==> config.mk <==
export PLATFORM = sky130hd
export DESIGN_NAME = ones_complement_checksum_pseudo_header
export DESIGN_NICKNAME = d
export VERILOG_FILES = /design/src/rtl/core/occ_pkg.sv /design/src/rtl/core/occ_cfg.sv /design/src/rtl/core/occ_front.sv /design/src/rtl/core/occ_queue.sv /design/src/rtl/core/occ_back.sv /design/src/rtl/core/ones_complement_checksum_pseudo_header.sv
export SDC_FILE = /design/constraint.sdc
export NUM_CORES = 1
export LEC_CHECK = 0
export BUFFER_PORTS_ARGS = -buffer_cell sky130_fd_sc_hd__buf_2
export CAP_MARGIN = 10
export CORE_MARGIN = 2
export CORE_UTILIZATION = 48
export CTS_CLUSTER_SIZE = 12
export DETAILED_ROUTE_END_ITERATION = 8
export PLACE_DENSITY = 0.67
export SYNTH_ARGS = -nofsm -noshare
export SYNTH_HDL_FRONTEND = slang
export SYNTH_SLANG_ARGS = --single-unit
==> constraint.sdc <==
create_clock -name i_clk -period 7.3 [get_ports i_clk]
set_clock_uncertainty 0.1 [all_clocks]
set_input_delay 1.46 -clock i_clk [delete_from_list [all_inputs] [get_ports i_clk]]
set_output_delay 1.46 -clock i_clk [all_outputs]
set_load 0.02 [all_outputs]
==> src/rtl/core/occ_pkg.sv <==
// Shared types, register indexes and helpers for the one's complement checksum block.
`timescale 1ns / 1ps
`default_nettype none

package occ_pkg;

    localparam int CFG_DATA_W  = 32;
    localparam int CFG_INDEX_W = 3;
    localparam int QUEUE_DEPTH = 4;

    typedef enum logic [CFG_INDEX_W-1:0] {
        CFG_PSEUDO_ENABLE     = 3'd0,
        CFG_SRC_ADDR          = 3'd1,
        CFG_DST_ADDR          = 3'd2,
        CFG_PROTOCOL_NUMBER   = 3'd3,
        CFG_COMPLEMENT_RESULT = 3'd4,
        CFG_START_ODD         = 3'd5,
        CFG_INITIAL_SUM       = 3'd6
    } t_cfg_idx;

    typedef struct packed {
        logic        pseudo_enable;
        logic [31:0] src_addr;
        logic [31:0] dst_addr;
        logic [7:0]  protocol_number;
        logic        complement_result;
        logic        start_odd;
        logic [31:0] initial_sum;
    } t_cfg;

    typedef struct packed {
        logic        pseudo_enable;
        logic        start_odd;
        logic [31:0] initial_sum;
    } t_start;

    typedef struct packed {
        logic [31:0] sum;
        logic [15:0] count;
        logic        pseudo;
    } t_rec;

    function automatic logic [16:0] addr_words(input logic [31:0] addr);
        logic [15:0] w0;
        logic [15:0] w1;
        w0 = {addr[23:16], addr[31:24]};
        w1 = {addr[7:0], addr[15:8]};
        return {1'b0, w0} + {1'b0, w1};
    endfunction

endpackage

`default_nettype wire

==> src/rtl/core/occ_cfg.sv <==
// Configuration register file with same-cycle bypass of the packet start values.
`timescale 1ns / 1ps
`default_nettype none

module occ_cfg (
    input  wire logic                               i_clk,
    input  wire logic                               i_rst_n,
    input  wire logic                               i_cfg_we,
    input  wire logic [occ_pkg::CFG_INDEX_W-1:0]    i_cfg_index,
    input  wire logic [occ_pkg::CFG_DATA_W-1:0]     i_cfg_data,
    output occ_pkg::t_cfg                           o_cfg,
    output occ_pkg::t_start                         o_start
);

    occ_pkg::t_cfg r_cfg;
    occ_pkg::t_cfg n_cfg;

    always_comb begin
        n_cfg = r_cfg;
        if (i_cfg_we) begin
            case (occ_pkg::t_cfg_idx'(i_cfg_index))
                occ_pkg::CFG_PSEUDO_ENABLE:     n_cfg.pseudo_enable     = i_cfg_data[0];
                occ_pkg::CFG_SRC_ADDR:          n_cfg.src_addr          = i_cfg_data;
                occ_pkg::CFG_DST_ADDR:          n_cfg.dst_addr          = i_cfg_data;
                occ_pkg::CFG_PROTOCOL_NUMBER:   n_cfg.protocol_number   = i_cfg_data[7:0];
                occ_pkg::CFG_COMPLEMENT_RESULT: n_cfg.complement_result = i_cfg_data[0];
                occ_pkg::CFG_START_ODD:         n_cfg.start_odd         = i_cfg_data[0];
                occ_pkg::CFG_INITIAL_SUM:       n_cfg.initial_sum       = i_cfg_data;
                default: ;
            endcase
        end
    end

    always_ff @(posedge i_clk) begin
        if (!i_rst_n) begin
            r_cfg <= '{complement_result: 1'b1, default: '0};
        end else begin
            r_cfg <= n_cfg;
        end
    end

    assign o_cfg                 = r_cfg;
    assign o_start.pseudo_enable = n_cfg.pseudo_enable;
    assign o_start.start_odd     = n_cfg.start_odd;
    assign o_start.initial_sum   = n_cfg.initial_sum;

endmodule

`default_nettype wire

==> src/rtl/core/occ_front.sv <==
// Front end: accept bytes, accumulate the lane sum and count, queue a record per packet.
`timescale 1ns / 1ps
`default_nettype none

module occ_front (
    input  wire logic           i_clk,
    input  wire logic           i_rst_n,
    input  wire logic           i_valid,
    input  wire logic [7:0]     i_data_byte,
    input  wire logic           i_last,
    output logic                o_stall,
    input  wire occ_pkg::t_start i_start,
    input  wire logic           i_q_full,
    output logic                o_push,
    output occ_pkg::t_rec       o_rec
);

    logic        r_active;
    logic        r_pseudo;
    logic        r_lane;
    logic [31:0] r_sum;
    logic [15:0] r_count;

    logic        take;
    logic        pm;
    logic        lane;
    logic [31:0] base;
    logic [15:0] cnt;
    logic [31:0] addend;
    logic [32:0] raw;
    logic [31:0] n_sum;
    logic [15:0] n_count;

    assign o_stall = i_q_full;
    assign take    = i_valid && !i_q_full;

    always_comb begin
        if (!r_active) begin
            pm   = i_start.pseudo_enable;
            lane = i_start.pseudo_enable ? 1'b0 : i_start.start_odd;
            base = i_start.pseudo_enable ? 32'd0 : i_start.initial_sum;
            cnt  = 16'd0;
        end else begin
            pm   = r_pseudo;
            lane = r_lane;
            base = r_sum;
            cnt  = r_count;
        end
        addend  = lane ? {16'd0, i_data_byte, 8'd0} : {24'd0, i_data_byte};
        raw     = {1'b0, base} + {1'b0, addend};
        n_sum   = raw[31:0] + {31'd0, raw[32]};
        n_count = cnt + 16'd1;
    end

    always_ff @(posedge i_clk) begin
        if (!i_rst_n) begin
            r_active <= 1'b0;
        end else if (take) begin
            r_active <= !i_last;
        end
    end

    always_ff @(posedge i_clk) begin
        if (take) begin
            r_pseudo <= pm;
            r_lane   <= !lane;
            r_sum    <= n_sum;
            r_count  <= n_count;
        end
    end

    assign o_push       = take && i_last;
    assign o_rec.sum    = n_sum;
    assign o_rec.count  = n_count;
    assign o_rec.pseudo = pm;

endmodule

`default_nettype wire

==> src/rtl/core/occ_queue.sv <==
// Short request queue between the front and back ends.
`timescale 1ns / 1ps
`default_nettype none

module occ_queue #(
    parameter int DEPTH = occ_pkg::QUEUE_DEPTH
) (
    input  wire logic       i_clk,
    input  wire logic       i_rst_n,
    input  wire logic       i_push,
    input  wire occ_pkg::t_rec i_rec,
    output logic            o_full,
    input  wire logic       i_pop,
    output logic            o_valid,
    output occ_pkg::t_rec   o_rec
);

    localparam int PTR_W = (DEPTH > 1) ? $clog2(DEPTH) : 1;
    localparam int CNT_W = $clog2(DEPTH + 1);

    occ_pkg::t_rec   r_mem [DEPTH];
    logic [PTR_W-1:0] r_wr_ptr;
    logic [PTR_W-1:0] r_rd_ptr;
    logic [CNT_W-1:0] r_cnt;
    logic             do_push;
    logic             do_pop;

    assign o_full  = (r_cnt == CNT_W'(DEPTH));
    assign o_valid = (r_cnt != '0);
    assign o_rec   = r_mem[r_rd_ptr];
    assign do_push = i_push && !o_full;
    assign do_pop  = i_pop && o_valid;

    always_ff @(posedge i_clk) begin
        if (do_push) begin
            r_mem[r_wr_ptr] <= i_rec;
        end
    end

    always_ff @(posedge i_clk) begin
        if (!i_rst_n) begin
            r_wr_ptr <= '0;
            r_rd_ptr <= '0;
            r_cnt    <= '0;
        end else begin
            if (do_push) begin
                r_wr_ptr <= (r_wr_ptr == PTR_W'(DEPTH - 1)) ? '0 : r_wr_ptr + 1'b1;
            end
            if (do_pop) begin
                r_rd_ptr <= (r_rd_ptr == PTR_W'(DEPTH - 1)) ? '0 : r_rd_ptr + 1'b1;
            end
            case ({do_push, do_pop})
                2'b10:   r_cnt <= r_cnt + 1'b1;
                2'b01:   r_cnt <= r_cnt - 1'b1;
                default: r_cnt <= r_cnt;
            endcase
        end
    end

endmodule

`default_nettype wire

==> src/rtl/core/occ_back.sv <==
// Back end: add the pseudo-header, fold the carries, optionally complement and register the result.
`timescale 1ns / 1ps
`default_nettype none

module occ_back (
    input  wire logic           i_clk,
    input  wire logic           i_rst_n,
    input  wire occ_pkg::t_cfg  i_cfg,
    input  wire logic           i_q_valid,
    input  wire occ_pkg::t_rec  i_rec,
    output logic                o_pop,
    output logic                o_valid,
    output logic [15:0]         o_checksum,
    input  wire logic           i_stall
);

    logic        r_v1;
    logic [16:0] r_p1;
    logic [18:0] r_h1;
    logic        r_inv1;
    logic        r_v2;
    logic [19:0] r_y2;
    logic        r_inv2;
    logic        r_vo;
    logic [15:0] r_out;

    logic        can_o;
    logic        can2;
    logic        can1;
    logic [16:0] p;
    logic [18:0] h;
    logic [15:0] len_sw;
    logic [16:0] z;
    logic [15:0] f;

    assign can_o = !r_vo || !i_stall;
    assign can2  = !r_v2 || can_o;
    assign can1  = !r_v1 || can2;
    assign o_pop = i_q_valid && can1;

    always_comb begin
        len_sw = {i_rec.count[7:0], i_rec.count[15:8]};
        p      = {1'b0, i_rec.sum[31:16]} + {1'b0, i_rec.sum[15:0]};
        if (i_rec.pseudo) begin
            h = 19'(occ_pkg::addr_words(i_cfg.src_addr))
              + 19'(occ_pkg::addr_words(i_cfg.dst_addr))
              + {3'd0, i_cfg.protocol_number, 8'd0}
              + {3'd0, len_sw};
        end else begin
            h = '0;
        end
        z = {13'd0, r_y2[19:16]} + {1'b0, r_y2[15:0]};
        f = z[15:0] + {15'd0, z[16]};
    end

    always_ff @(posedge i_clk) begin
        if (!i_rst_n) begin
            r_v1 <= 1'b0;
            r_v2 <= 1'b0;
            r_vo <= 1'b0;
        end else begin
            if (can1) begin
                r_v1 <= i_q_valid;
            end
            if (can2) begin
                r_v2 <= r_v1;
            end
            if (can_o) begin
                r_vo <= r_v2;
            end
        end
    end

    always_ff @(posedge i_clk) begin
        if (can1) begin
            r_p1   <= p;
            r_h1   <= h;
            r_inv1 <= i_rec.pseudo || i_cfg.complement_result;
        end
        if (can2) begin
            r_y2   <= {3'd0, r_p1} + {1'b0, r_h1};
            r_inv2 <= r_inv1;
        end
        if (can_o) begin
            r_out <= r_inv2 ? ~f : f;
        end
    end

    assign o_valid    = r_vo;
    assign o_checksum = r_out;

endmodule

`default_nettype wire

==> src/rtl/core/ones_complement_checksum_pseudo_header.sv <==
// Top level of the one's complement checksum block with IPv4 pseudo-header.
//
// Input channel: one byte per request on i_data_byte with i_last marking the
// final byte of a packet; a request is taken when i_valid is high and o_stall
// is low. Output channel: one checksum per packet on o_checksum, taken when
// o_valid is high and i_stall is low. Registers are written through i_cfg_we,
// i_cfg_index and i_cfg_data; a start value written in the same cycle as the
// first byte of a packet applies to that packet.
// Throughput: one byte per cycle while o_stall is low, and one packet per cycle
// for one-byte packets. A checksum passes through the queue and then the three
// back-end stages (pseudo-header sum, merge, fold) before it reaches o_checksum.
// A four-entry queue parts the byte accumulator from the back end; o_stall is
// high only while that queue is full.
// When i_stall holds, the result register keeps its value and the back end
// fills up, then the queue, then o_stall rises.
// Reset clears all control state and any packet in progress; registers return
// to their reset values (complement on, all others zero).
`timescale 1ns / 1ps
`default_nettype none

module ones_complement_checksum_pseudo_header #(
    parameter int QUEUE_DEPTH = occ_pkg::QUEUE_DEPTH
) (
    input  wire logic                               i_clk,
    input  wire logic                               i_rst_n,
    input  wire logic                               i_valid,
    output logic                                    o_stall,
    input  wire logic [7:0]                         i_data_byte,
    input  wire logic                               i_last,
    output logic                                    o_valid,
    input  wire logic                               i_stall,
    output logic [15:0]                             o_checksum,
    input  wire logic                               i_cfg_we,
    input  wire logic [occ_pkg::CFG_INDEX_W-1:0]    i_cfg_index,
    input  wire logic [occ_pkg::CFG_DATA_W-1:0]     i_cfg_data
);

    occ_pkg::t_cfg   cfg;
    occ_pkg::t_start start;
    occ_pkg::t_rec   push_rec;
    occ_pkg::t_rec   pop_rec;
    logic            q_full;
    logic            push;
    logic            pop;
    logic            q_valid;

    occ_cfg u_cfg (
        .i_clk       (i_clk),
        .i_rst_n     (i_rst_n),
        .i_cfg_we    (i_cfg_we),
        .i_cfg_index (i_cfg_index),
        .i_cfg_data  (i_cfg_data),
        .o_cfg       (cfg),
        .o_start     (start)
    );

    occ_front u_front (
        .i_clk       (i_clk),
        .i_rst_n     (i_rst_n),
        .i_valid     (i_valid),
        .i_data_byte (i_data_byte),
        .i_last      (i_last),
        .o_stall     (o_stall),
        .i_start     (start),
        .i_q_full    (q_full),
        .o_push      (push),
        .o_rec       (push_rec)
    );

    occ_queue #(
        .DEPTH (QUEUE_DEPTH)
    ) u_queue (
        .i_clk   (i_clk),
        .i_rst_n (i_rst_n),
        .i_push  (push),
        .i_rec   (push_rec),
        .o_full  (q_full),
        .i_pop   (pop),
        .o_valid (q_valid),
        .o_rec   (pop_rec)
    );

    occ_back u_back (
        .i_clk      (i_clk),
        .i_rst_n    (i_rst_n),
        .i_cfg      (cfg),
        .i_q_valid  (q_valid),
        .i_rec      (pop_rec),
        .o_pop      (pop),
        .o_valid    (o_valid),
        .o_checksum (o_checksum),
        .i_stall    (i_stall)
    );

endmodule

`default_nettype wire

======== Word-level counts from Yosys, hierarchy flattened ========
Memories as Yosys holds them, arrays and structs flattened. A register that Yosys moved wholly into a read port is not among the register bits.
Index checks and enable logic that the tools add are counted.
operators by class
  add/sub/neg operators ................... 16
  equal/unequal tests ..................... 11
  multiplexer cells ....................... 23
  bitwise operators ....................... 1
  reductions and logical operators ........ 23
operators with widths
  kind                                                                    number
  32-bit two-way mux                                                      5
  107-bit two-way mux                                                     1
  16-bit by 16-bit adder with 17-bit output                               3
  16-bit two-way mux                                                      3
  19-bit by 16-bit adder with 19-bit output                               2
  32-bit by 32-bit adder with 33-bit output                               1
  32-bit by 1-bit adder with 32-bit output                                1
  17-bit by 19-bit adder with 20-bit output                               1
  17-bit by 17-bit adder with 18-bit output                               1
  4-bit by 16-bit adder with 17-bit output                                1
  16-bit by 1-bit adder with 16-bit output                                1
  16-bit by 1-bit adder with 16-bit output (second input constant)        1
  16-bit NOT                                                              1
  3-bit equality test (second input constant)                             4
  1-bit two-way mux                                                       8
  2-bit two-way mux                                                       4
  8-bit two-way mux                                                       1
  2-bit AND reduction                                                     4
  1-bit zero test                                                         7
  2-bit equality test (second input constant)                             3
  3-bit by 2-bit equality test with 1-bit output (second input constant)  2
  3-bit one-hot mux with 2 select lines                                   1
  1-bit logical AND                                                       5
  2-bit by 1-bit adder with 2-bit output (second input constant)          2
  8 further kinds                                                         11
word-level totals
  register bits after elaboration ......... 242
  RAM bits ................................ 196
  input bits .............................. 49
  output and inout bits ................... 18
  word-level logic and storage cells ...... 99
  memories ................................ 1
memories
  name           words  width  rd ports  clocked after memory_dff  wr ports  RTL line         source
  u_queue.r_mem  4      49     1         1                         1         occ_queue.sv:21  occ_pkg::t_rec r_mem [DEPTH];

======== Depth between registers and ports, before layout ========
Gate-level depths: netlist of the first run.
  word-level depth ........................ 8
  gate-level depth with buffers ........... 28
  gate-level depth less buffers ........... 26

======== By module ========
Synthesis of the first run repeated with hierarchy kept, for this count alone.
unflattened totals
  cells, all modules ...................... 1,979
  area total of the unflattened synthesis .. 24,164.4 sq um
by module, submodules not included
  module     instances  cells an instance  area an instance (sq um)  seq. area each (sq um)
  occ_queue  1          312                7,581.0                   6,065.8
  occ_back   1          735                7,263.2                   2,282.2
  occ_front  1          505                4,783.3                   1,521.5
  occ_cfg    1          427                4,536.9                   2,142.1

======== Worst setup path before layout of the first run ========
No wires, ideal clock.
  path type ............................... input to register
  start ................................... input i_cfg_index[2] in the netlist's numbering
  end ..................................... register u_front.r_sum[28] (data pin)
  library setup time ...................... 0.268 ns
  arrival time ............................ 7.429 ns
  required time ........................... 6.932 ns
  path slack .............................. -0.498 ns
  stages on the path ...................... 27
  path buffers ............................ 2
  path through ............................ nor4b_4 > mux2i_1 > buf_2 > nor2_1 > a21oi_1 > clkbuf_1 > and2_1 > ha_1 > inv_1 > fa_1 > nand2b_1 > a21oi_1 > o31a_1 > o21ai_2 > a211oi_2 > nand4_1 > nor3_1 > ha_1 > ha_1 > nand2_1 > nor4_1 > nor4b_1 > nand3_1 > nor4_2 > nand4_1 > or4b_1 > o211a_1
RTL lines
  element               RTL line                                      source
  start, declared       ones_complement_checksum_pseudo_header.sv:34  input wire logic [occ_pkg::CFG_INDEX_W-1:0] i_cfg_index,
  end signal, assigned  occ_front.sv:67                               r_sum <= n_sum;
  end, declared         occ_front.sv:21                               logic [31:0] r_sum;

==> impl_metrics.tcl, run 1 <==
set metrics [dict create \
    placementRows 80 \
    synth.cell_area_sq_um 23100 \
    first_pass_iteration_count_of_the_detailed_router 5 \
    ys_ff_latch 440 \
    worst_pin_slew_ns 1.12 \
    tritoncts_clock_tree "built" \
    die_height_um 224 \
    synth-async-reset-ratio_pct 0 \
    post-route-period-util_pct 93.3 \
    initialDrtViolationCount 1184 \
    start_util_pct 48.6 \
    path_max_fanout 5 \
    crit_path_required_time_ns 7.50 \
    power.static_leakage_nw 9.79 \
    grt_setup_unrepaired "no" \
    cts_made_buffers 48 \
    crit_family "simple AND/OR/NAND/NOR gates" \
    first_global_vias 14700 \
    cts_resized 0 \
    timing.final.ws_setup_ns 0.487 \
    clk_pin_slew_worst_paths_ns 0.06 \
    floorplan.die.width_um 224 \
    fin_crit_period_ns 6.81 \
    synth_area_per_cell_sq_um 11.7 \
    ys.warnings.count 0 \
    numPortBuffers 66 \
    synth_cell_types 78 \
    post-cts-setup-buffers 0 \
    clock_tree.htree_level_count 2 \
    drive_above_1_share_pct 12.9 \
    via_per_inst 5.54 \
    drv_cap 0 \
    maximum_number_of_pins_on_one_net_before_global_route_repair 119 \
    route.vias.total 15100 \
    route.detailed.wl_per_inst_um 19.5 \
    outcome "finished clean" \
    cts_sinks 440 \
    hold_path.class "register to register" \
    drtAntennaViolNets 0 \
    synth_top_flop_cell "sky130_fd_sc_hd__edfxtp_1" \
    slew_headroom_pct 25.3 \
    placement.setup.worst_slack_ns -0.104 \
    synth_edf_count 320 \
    hold_buffer_count_at_cts 0 \
    finalHoldViolCount 0 \
    dp.final_hpwl_um 38200 \
    core_area_sq_um 47600 \
    drc 0 \
    die_footprint_sq_um 50000 \
    cts.path.max_buffers 3 \
    maximum_clock_frequency_ghz 0.147 \
    cp_cell_sequence "buf_2, nor4b_4, mux2_2, buf_4, o31ai_1, inv_1, fa_2, nand2b_4, a21oi_4, o31a_1, o21ai_4, a211oi_4, nand4_1, nor3_1, ha_2, ha_4, nand2_1, nor4_1, nor4b_2, nand3_1, nor4_2, nand4_1, or4b_1, o211a_1" \
    max_stage_delay_ns 0.54 \
    wirelength_um 53300 \
    syn-num-nets 2185 \
    fin_nets 2275 \
    crit_path_start_kind "input port" \
    top_level_ports 67 \
    power.density_nw_per_um2 325 \
    critical_path.endpoint_type "register" \
    worst-setup-path-type "input port to register" \
    final.setup.tns_ns 0 \
    hold_ws_ns 0.318 \
    cpMostUsedCell "sky130_fd_sc_hd__nand4_1" \
    worst-endpoint-arrival_ns 7.02 \
    synth_sequential_area_ratio_pct 51.9 \
    clock_latency_ns 0.59 \
    overflow 0 \
    antenna_violations_before_repair 4 \
    crit_slowest_cell "sky130_fd_sc_hd__or4b_1" \
    power.ir.vdd_worst_mv 0.204 \
    timing.critical_path.buf_inv 3 \
    cts.root.buffer_cell "sky130_fd_sc_hd__clkbuf_16" \
    areaGrowthSynthToFinish_pct 11.9 \
    setup-violations-final 0 \
    post_synth_inst_count 1985 \
    grt_first_pass_wirelength_um 82100 \
    grt_usage_pct 21.4 \
    report.final.slew_viol_count 0 \
    rd_place_congestion 0.914 \
]
registers in the layout, summed over array words and instances (netlist names), 2 cells and up, named ones only:
register	cells
u_back.o_checksum	16
u_back.r_h1	19
u_back.r_p1	17
u_back.r_y2	20
u_cfg.o_cfg	107
u_front.r_count	16
u_front.r_sum	32
u_queue.r_cnt	3
u_queue.r_mem	196
u_queue.r_rd_ptr	2
u_queue.r_wr_ptr	2
area by class of cell:
type                       count  area (sq um)
fill                        4096         21800
tap                          615           769
inverter                     155           582
timing repair buffer         108           653
multi-input combinational   1322         10400
antenna                        2          5.00
clock buffer                  66          1340
clock inverter                22           165
sequential                   440         12000
cell usage in the layout (no fill, tap or decap), types with 11 or more instances in the layout:
cell type,count
sky130_fd_sc_hd__and2_1,28
sky130_fd_sc_hd__xnor2_1,102
sky130_fd_sc_hd__a21oi_1,60
sky130_fd_sc_hd__o21ai_0,53
sky130_fd_sc_hd__clkbuf_16,49
sky130_fd_sc_hd__mux2i_1,33
sky130_fd_sc_hd__buf_4,41
sky130_fd_sc_hd__fa_1,45
sky130_fd_sc_hd__buf_2,66
sky130_fd_sc_hd__nor2_1,84
sky130_fd_sc_hd__nand3_1,44
sky130_fd_sc_hd__nand4_1,19
sky130_fd_sc_hd__mux4_2,48
sky130_fd_sc_hd__o31ai_1,25
sky130_fd_sc_hd__ha_1,102
sky130_fd_sc_hd__nand2_1,249
sky130_fd_sc_hd__nor3_1,30
sky130_fd_sc_hd__or3_1,11
sky130_fd_sc_hd__nor2b_1,58
sky130_fd_sc_hd__nand2b_1,11
sky130_fd_sc_hd__a21o_1,27
sky130_fd_sc_hd__dfxtp_1,117
sky130_fd_sc_hd__a21boi_0,83
sky130_fd_sc_hd__xor2_1,56
sky130_fd_sc_hd__inv_1,155
sky130_fd_sc_hd__edfxtp_1,320
sky130_fd_sc_hd__clkbuf_1,12
power by group:
part	total (W)	switching (W)	internal [W]	leakage (nW)
logic	0.00265	0.00153	0.00112	4.96
clock network	0.00232	0.000972	0.00135	0.737
registers	0.00343	0.000219	0.00321	4.10
total	0.00840	0.00272	0.00568	9.79
path summary, 6_finish.rpt:
kind              startpoint                    to  slack [ns]  cells after the start
max reg2reg  u_cfg.o_cfg[51]       u_back.r_h1[16]        1.26                     24
min reg2reg    u_back.r_inv1         u_back.r_inv2        0.32                      0
max           i_cfg_index[2]  u_queue.r_mem[2][45]        0.49                     24
min            u_back.r_inv1         u_back.r_inv2        0.32                      0
worst register-to-register path: stages, from the launching register on:
cell and delay [ns]:
sky130_fd_sc_hd__dfxtp_1 0.33, sky130_fd_sc_hd__inv_1 0.06, sky130_fd_sc_hd__fa_1 0.54, sky130_fd_sc_hd__inv_1 0.06
sky130_fd_sc_hd__fa_1 0.52, sky130_fd_sc_hd__ha_1 0.18, sky130_fd_sc_hd__inv_1 0.06, sky130_fd_sc_hd__fa_1 0.40
sky130_fd_sc_hd__nor2b_1 0.13, sky130_fd_sc_hd__o21a_1 0.14, sky130_fd_sc_hd__o21ai_0 0.08, sky130_fd_sc_hd__nand2b_1 0.11
sky130_fd_sc_hd__a31o_2 0.20, sky130_fd_sc_hd__a211oi_1 0.10, sky130_fd_sc_hd__or3_1 0.39, sky130_fd_sc_hd__xor2_1 0.17
sky130_fd_sc_hd__fa_1 0.56, sky130_fd_sc_hd__inv_1 0.06, sky130_fd_sc_hd__ha_1 0.33, sky130_fd_sc_hd__a21oi_1 0.31
sky130_fd_sc_hd__o21ai_0 0.21, sky130_fd_sc_hd__a31o_2 0.28, sky130_fd_sc_hd__a21o_1 0.20, sky130_fd_sc_hd__xnor2_1 0.18
sky130_fd_sc_hd__nor2_1 0.06
metrics by stage:
stage	cells	utilization (%)	power, W	instance area [sq um]
6_report	2730	54.3	0.00840	25900
5_1_grt	2728	54.3	0.00889	25900
4_1_cts	2727	54.3	0.00848	25900
3_5_place_dp	2639	51.1	0.00614	24400
3_3_place_gp	2639	51.1	0.00609	24400
2_1_floorplan	1985	-	0.00538	23200
per-layer routing:
layer	GRT usage (%)	up-vias	part of all wire [%]
li1	-	7257	-
met1	28.3	7395	43
met2	35.3	385	48
met3	4.16	95	6.1
met4	7.46	2	2.9
met5	0	-	0.024
cell families after synthesis:
logic type | synth area share (%)
fa+ha+maj | 9.66
buf+inv | 3.71
compound gates | 10.1
simple gates | 12.2
flops | 51.9
mux | 6.34
xor+xnor | 6.05
cell usage after synthesis, drive strengths merged, types with 34 or more instances:
| master | count | area [sq um] |
|---|---|---|
| clkbuf | 60 | 225 |
| edfxtp | 320 | 9610 |
| nand3 | 44 | 220 |
| nor2b | 59 | 369 |
| xnor2 | 102 | 893 |
| dfxtp | 120 | 2400 |
| mux2i | 34 | 340 |
| xor2 | 57 | 507 |
| fa | 46 | 921 |
| nor2 | 84 | 315 |
| o21ai | 61 | 313 |
| inv | 155 | 582 |
| mux4 | 48 | 1080 |
| a21boi | 83 | 623 |
| nand2 | 249 | 935 |
| a21oi | 63 | 319 |
| ha | 105 | 1310 |
(Power assumes the default switching activity.)
==> inputs of run 2 (changes only) <==
--- a/config.mk
+++ b/config.mk
@@ -11,7 +11,8 @@
 export CORE_UTILIZATION = 48
 export CTS_CLUSTER_SIZE = 12
 export DETAILED_ROUTE_END_ITERATION = 8
-export PLACE_DENSITY = 0.67
+export PLACE_DENSITY = 0.71
+export REMOVE_ABC_BUFFERS = 1
 export SYNTH_ARGS = -nofsm -noshare
 export SYNTH_HDL_FRONTEND = slang
 export SYNTH_SLANG_ARGS = --single-unit
==> run 2 against run 1 <==
Compared with the run above: clock-buffer cell count is 5 higher; die area is the same; register-to-register slack better by 0.12 ns; worst hold slack got worse by 0.00093 ns; critical endpoint is now u_queue.r_mem[1][45]; highest routed layer is now met4.
==> impl_metrics.tcl, run 2 (synthesis results as in run 1) <==
set metrics [dict create \
    drtAntennaViolNets 0 \
    num_antenna_cells 0 \
    placement.setup.worst_slack_ns -0.132 \
    power.static_leakage_nw 9.79 \
    clock_latency_ns 0.59 \
    wirelength_um 53300 \
    worst-setup-path-type "input port to register" \
    critical_path.endpoint_type "register" \
    worst-endpoint-arrival_ns 7.02 \
    dp.final_hpwl_um 38400 \
    fin_crit_period_ns 6.81 \
    maximum_clock_frequency_ghz 0.147 \
    whs_endpoint "u_back.r_inv2" \
    setup.reg_to_reg.worst_slack_ns 1.38 \
    hold_ws_ns 0.317 \
    route.detailed.wl_per_inst_um 19.5 \
    place.detailed.instances 2649 \
    placementRows 80 \
    fin_nets 2282 \
    first_global_vias 15300 \
    drv_cap 0 \
    slew_headroom_pct 16.4 \
    power.density_nw_per_um2 321 \
    rd_place_congestion 0.932 \
    worst_pin_slew_ns 1.25 \
    hold_path.class "register to register" \
    maximum_number_of_pins_on_one_net_before_global_route_repair 119 \
    tritoncts_clock_tree "built" \
    drive_above_1_share_pct 12.8 \
    first_pass_iteration_count_of_the_detailed_router 5 \
    die_footprint_sq_um 50000 \
    clock_tree.htree_level_count 2 \
    crit_path_required_time_ns 7.51 \
    totalPowerFinal_w 0.00827 \
    grt_first_pass_wirelength_um 83200 \
    clk_pin_slew_worst_paths_ns 0.06 \
    r2r_end "u_back.r_h1[18]" \
    path_max_fanout 8 \
    stdcell_count 2730 \
    numPortBuffers 66 \
    core_area_sq_um 47600 \
    cts_resized 0 \
    setup-violations-final 0 \
    route.vias.total 15100 \
    finish.utilization_pct 54.2 \
    overflow 0 \
    hold_buffer_count_at_cts 0 \
    finalHoldViolCount 0 \
    drc 0 \
    mostFrequentLayoutCells "320 x sky130_fd_sc_hd__edfxtp_1, 249 x sky130_fd_sc_hd__nand2_1, 155 x sky130_fd_sc_hd__inv_1" \
    cts.path.max_buffers 3 \
    post-cts-setup-buffers 0 \
    cts_sinks 440 \
    antenna_violations_before_repair 2 \
    largest_reg_flops 196 \
    power.ir.vdd_worst_mv 0.199 \
    initialDrtViolationCount 1068 \
    report.final.slew_viol_count 0 \
    grt_usage_pct 21.5 \
    grt_setup_unrepaired "no" \
    cts_made_buffers 46 \
    outcome "finished clean" \
    min_delay_path_depth 0 \
    r2r_start "u_cfg.o_cfg[51]" \
    post-route-period-util_pct 93.3 \
    hold_path_startpoint "u_back.r_inv1" \
    timing.final.ws_setup_ns 0.491 \
    top_level_ports 67 \
    largest-register "u_queue.r_mem" \
    areaGrowthSynthToFinish_pct 11.5 \
    via_per_inst 5.55 \
    die_height_um 224 \
    cts.root.buffer_cell "sky130_fd_sc_hd__clkbuf_16" \
    crit_path_start_kind "input port" \
    start_util_pct 48.6 \
    r2r_cells 24 \
    floorplan.die.width_um 224 \
    layout.cells.most_common "sky130_fd_sc_hd__edfxtp_1" \
]
-- run 2: changes by cell type in the layout (fill, tap and decap cells not counted), sizes merged --
cell / previous run / this run
diode: 2 / 0
inv: 156 / 155
buf: 108 / 117
clkbuf: 66 / 71
bufinv: 2 / 0
clkinv: 18 / 9
-- run 2: metrics by stage --
step           instance area [sq um]  TNS, ns
6_report                       25800        0
5_1_grt                        25800        0
4_1_cts                        25800        0
3_5_place_dp                   24400    -1.56
3_3_place_gp                   24400        0
2_1_floorplan                  22900   -58.67
-- run 2: worst max path at each step --
| stage | from | to | slack (ns) |
|---|---|---|---|
| floorplan | i_cfg_index[0] | u_front.r_sum[31] | -0.91 |
| global placement | i_cfg_index[0] | u_queue.r_mem[0][45] | 0.12 |
| detailed placement | i_cfg_index[0] | u_queue.r_mem[3][45] | -0.13 |
| CTS | i_cfg_index[0] | u_queue.r_mem[0][45] | 0.36 |
| global route | i_cfg_index[0] | u_queue.r_mem[3][47] | 0.04 |
| finish | i_cfg_index[0] | u_queue.r_mem[1][45] | 0.49 |
-- run 2: where the power goes --
group          switching [W]  internal (W)  total [W]
Clock               0.000930       0.00128    0.00221
Sequential          0.000236       0.00321    0.00345
Combinational        0.00150       0.00112    0.00262
Total                0.00267       0.00560    0.00827
-- run 2: layout make-up --
type / instances / area [sq um]
Inverter: 155 / 582
Sequential cell: 440 / 12000
Timing Repair Buffer: 117 / 713
Fill cell: 3977 / 21800
Tap cell: 615 / 769
Multi-Input combinational cell: 1322 / 10300
Clock inverter: 10 / 48.8
Clock buffer: 71 / 1360
-- run 2: critical path, cell delays in order --
cell and delay [ns]:
sky130_fd_sc_hd__buf_2 0.15, sky130_fd_sc_hd__nor4b_4 0.33, sky130_fd_sc_hd__mux2_2 0.43, sky130_fd_sc_hd__o31ai_1 0.45, sky130_fd_sc_hd__inv_1 0.14, sky130_fd_sc_hd__fa_1 0.43
sky130_fd_sc_hd__nand2b_1 0.18, sky130_fd_sc_hd__a21oi_1 0.20, sky130_fd_sc_hd__o31a_1 0.19, sky130_fd_sc_hd__o21ai_2 0.10, sky130_fd_sc_hd__a211oi_2 0.23, sky130_fd_sc_hd__nand4_1 0.12
sky130_fd_sc_hd__nor3_1 0.24, sky130_fd_sc_hd__ha_1 0.21, sky130_fd_sc_hd__ha_1 0.19, sky130_fd_sc_hd__nand2_1 0.08, sky130_fd_sc_hd__nor4_2 0.20, sky130_fd_sc_hd__nor4b_2 0.29
sky130_fd_sc_hd__nand3_1 0.20, sky130_fd_sc_hd__nor4_4 0.24, sky130_fd_sc_hd__nand4_1 0.22, sky130_fd_sc_hd__or4b_1 0.53, sky130_fd_sc_hd__o211a_1 0.19
-- run 2: metal layers --
metal	part of all wire, %	global-route usage [%]
met5	0	0
met3	4.7	3.32
met4	3.7	8.73
met2	50	37.5
met1	42	26.8
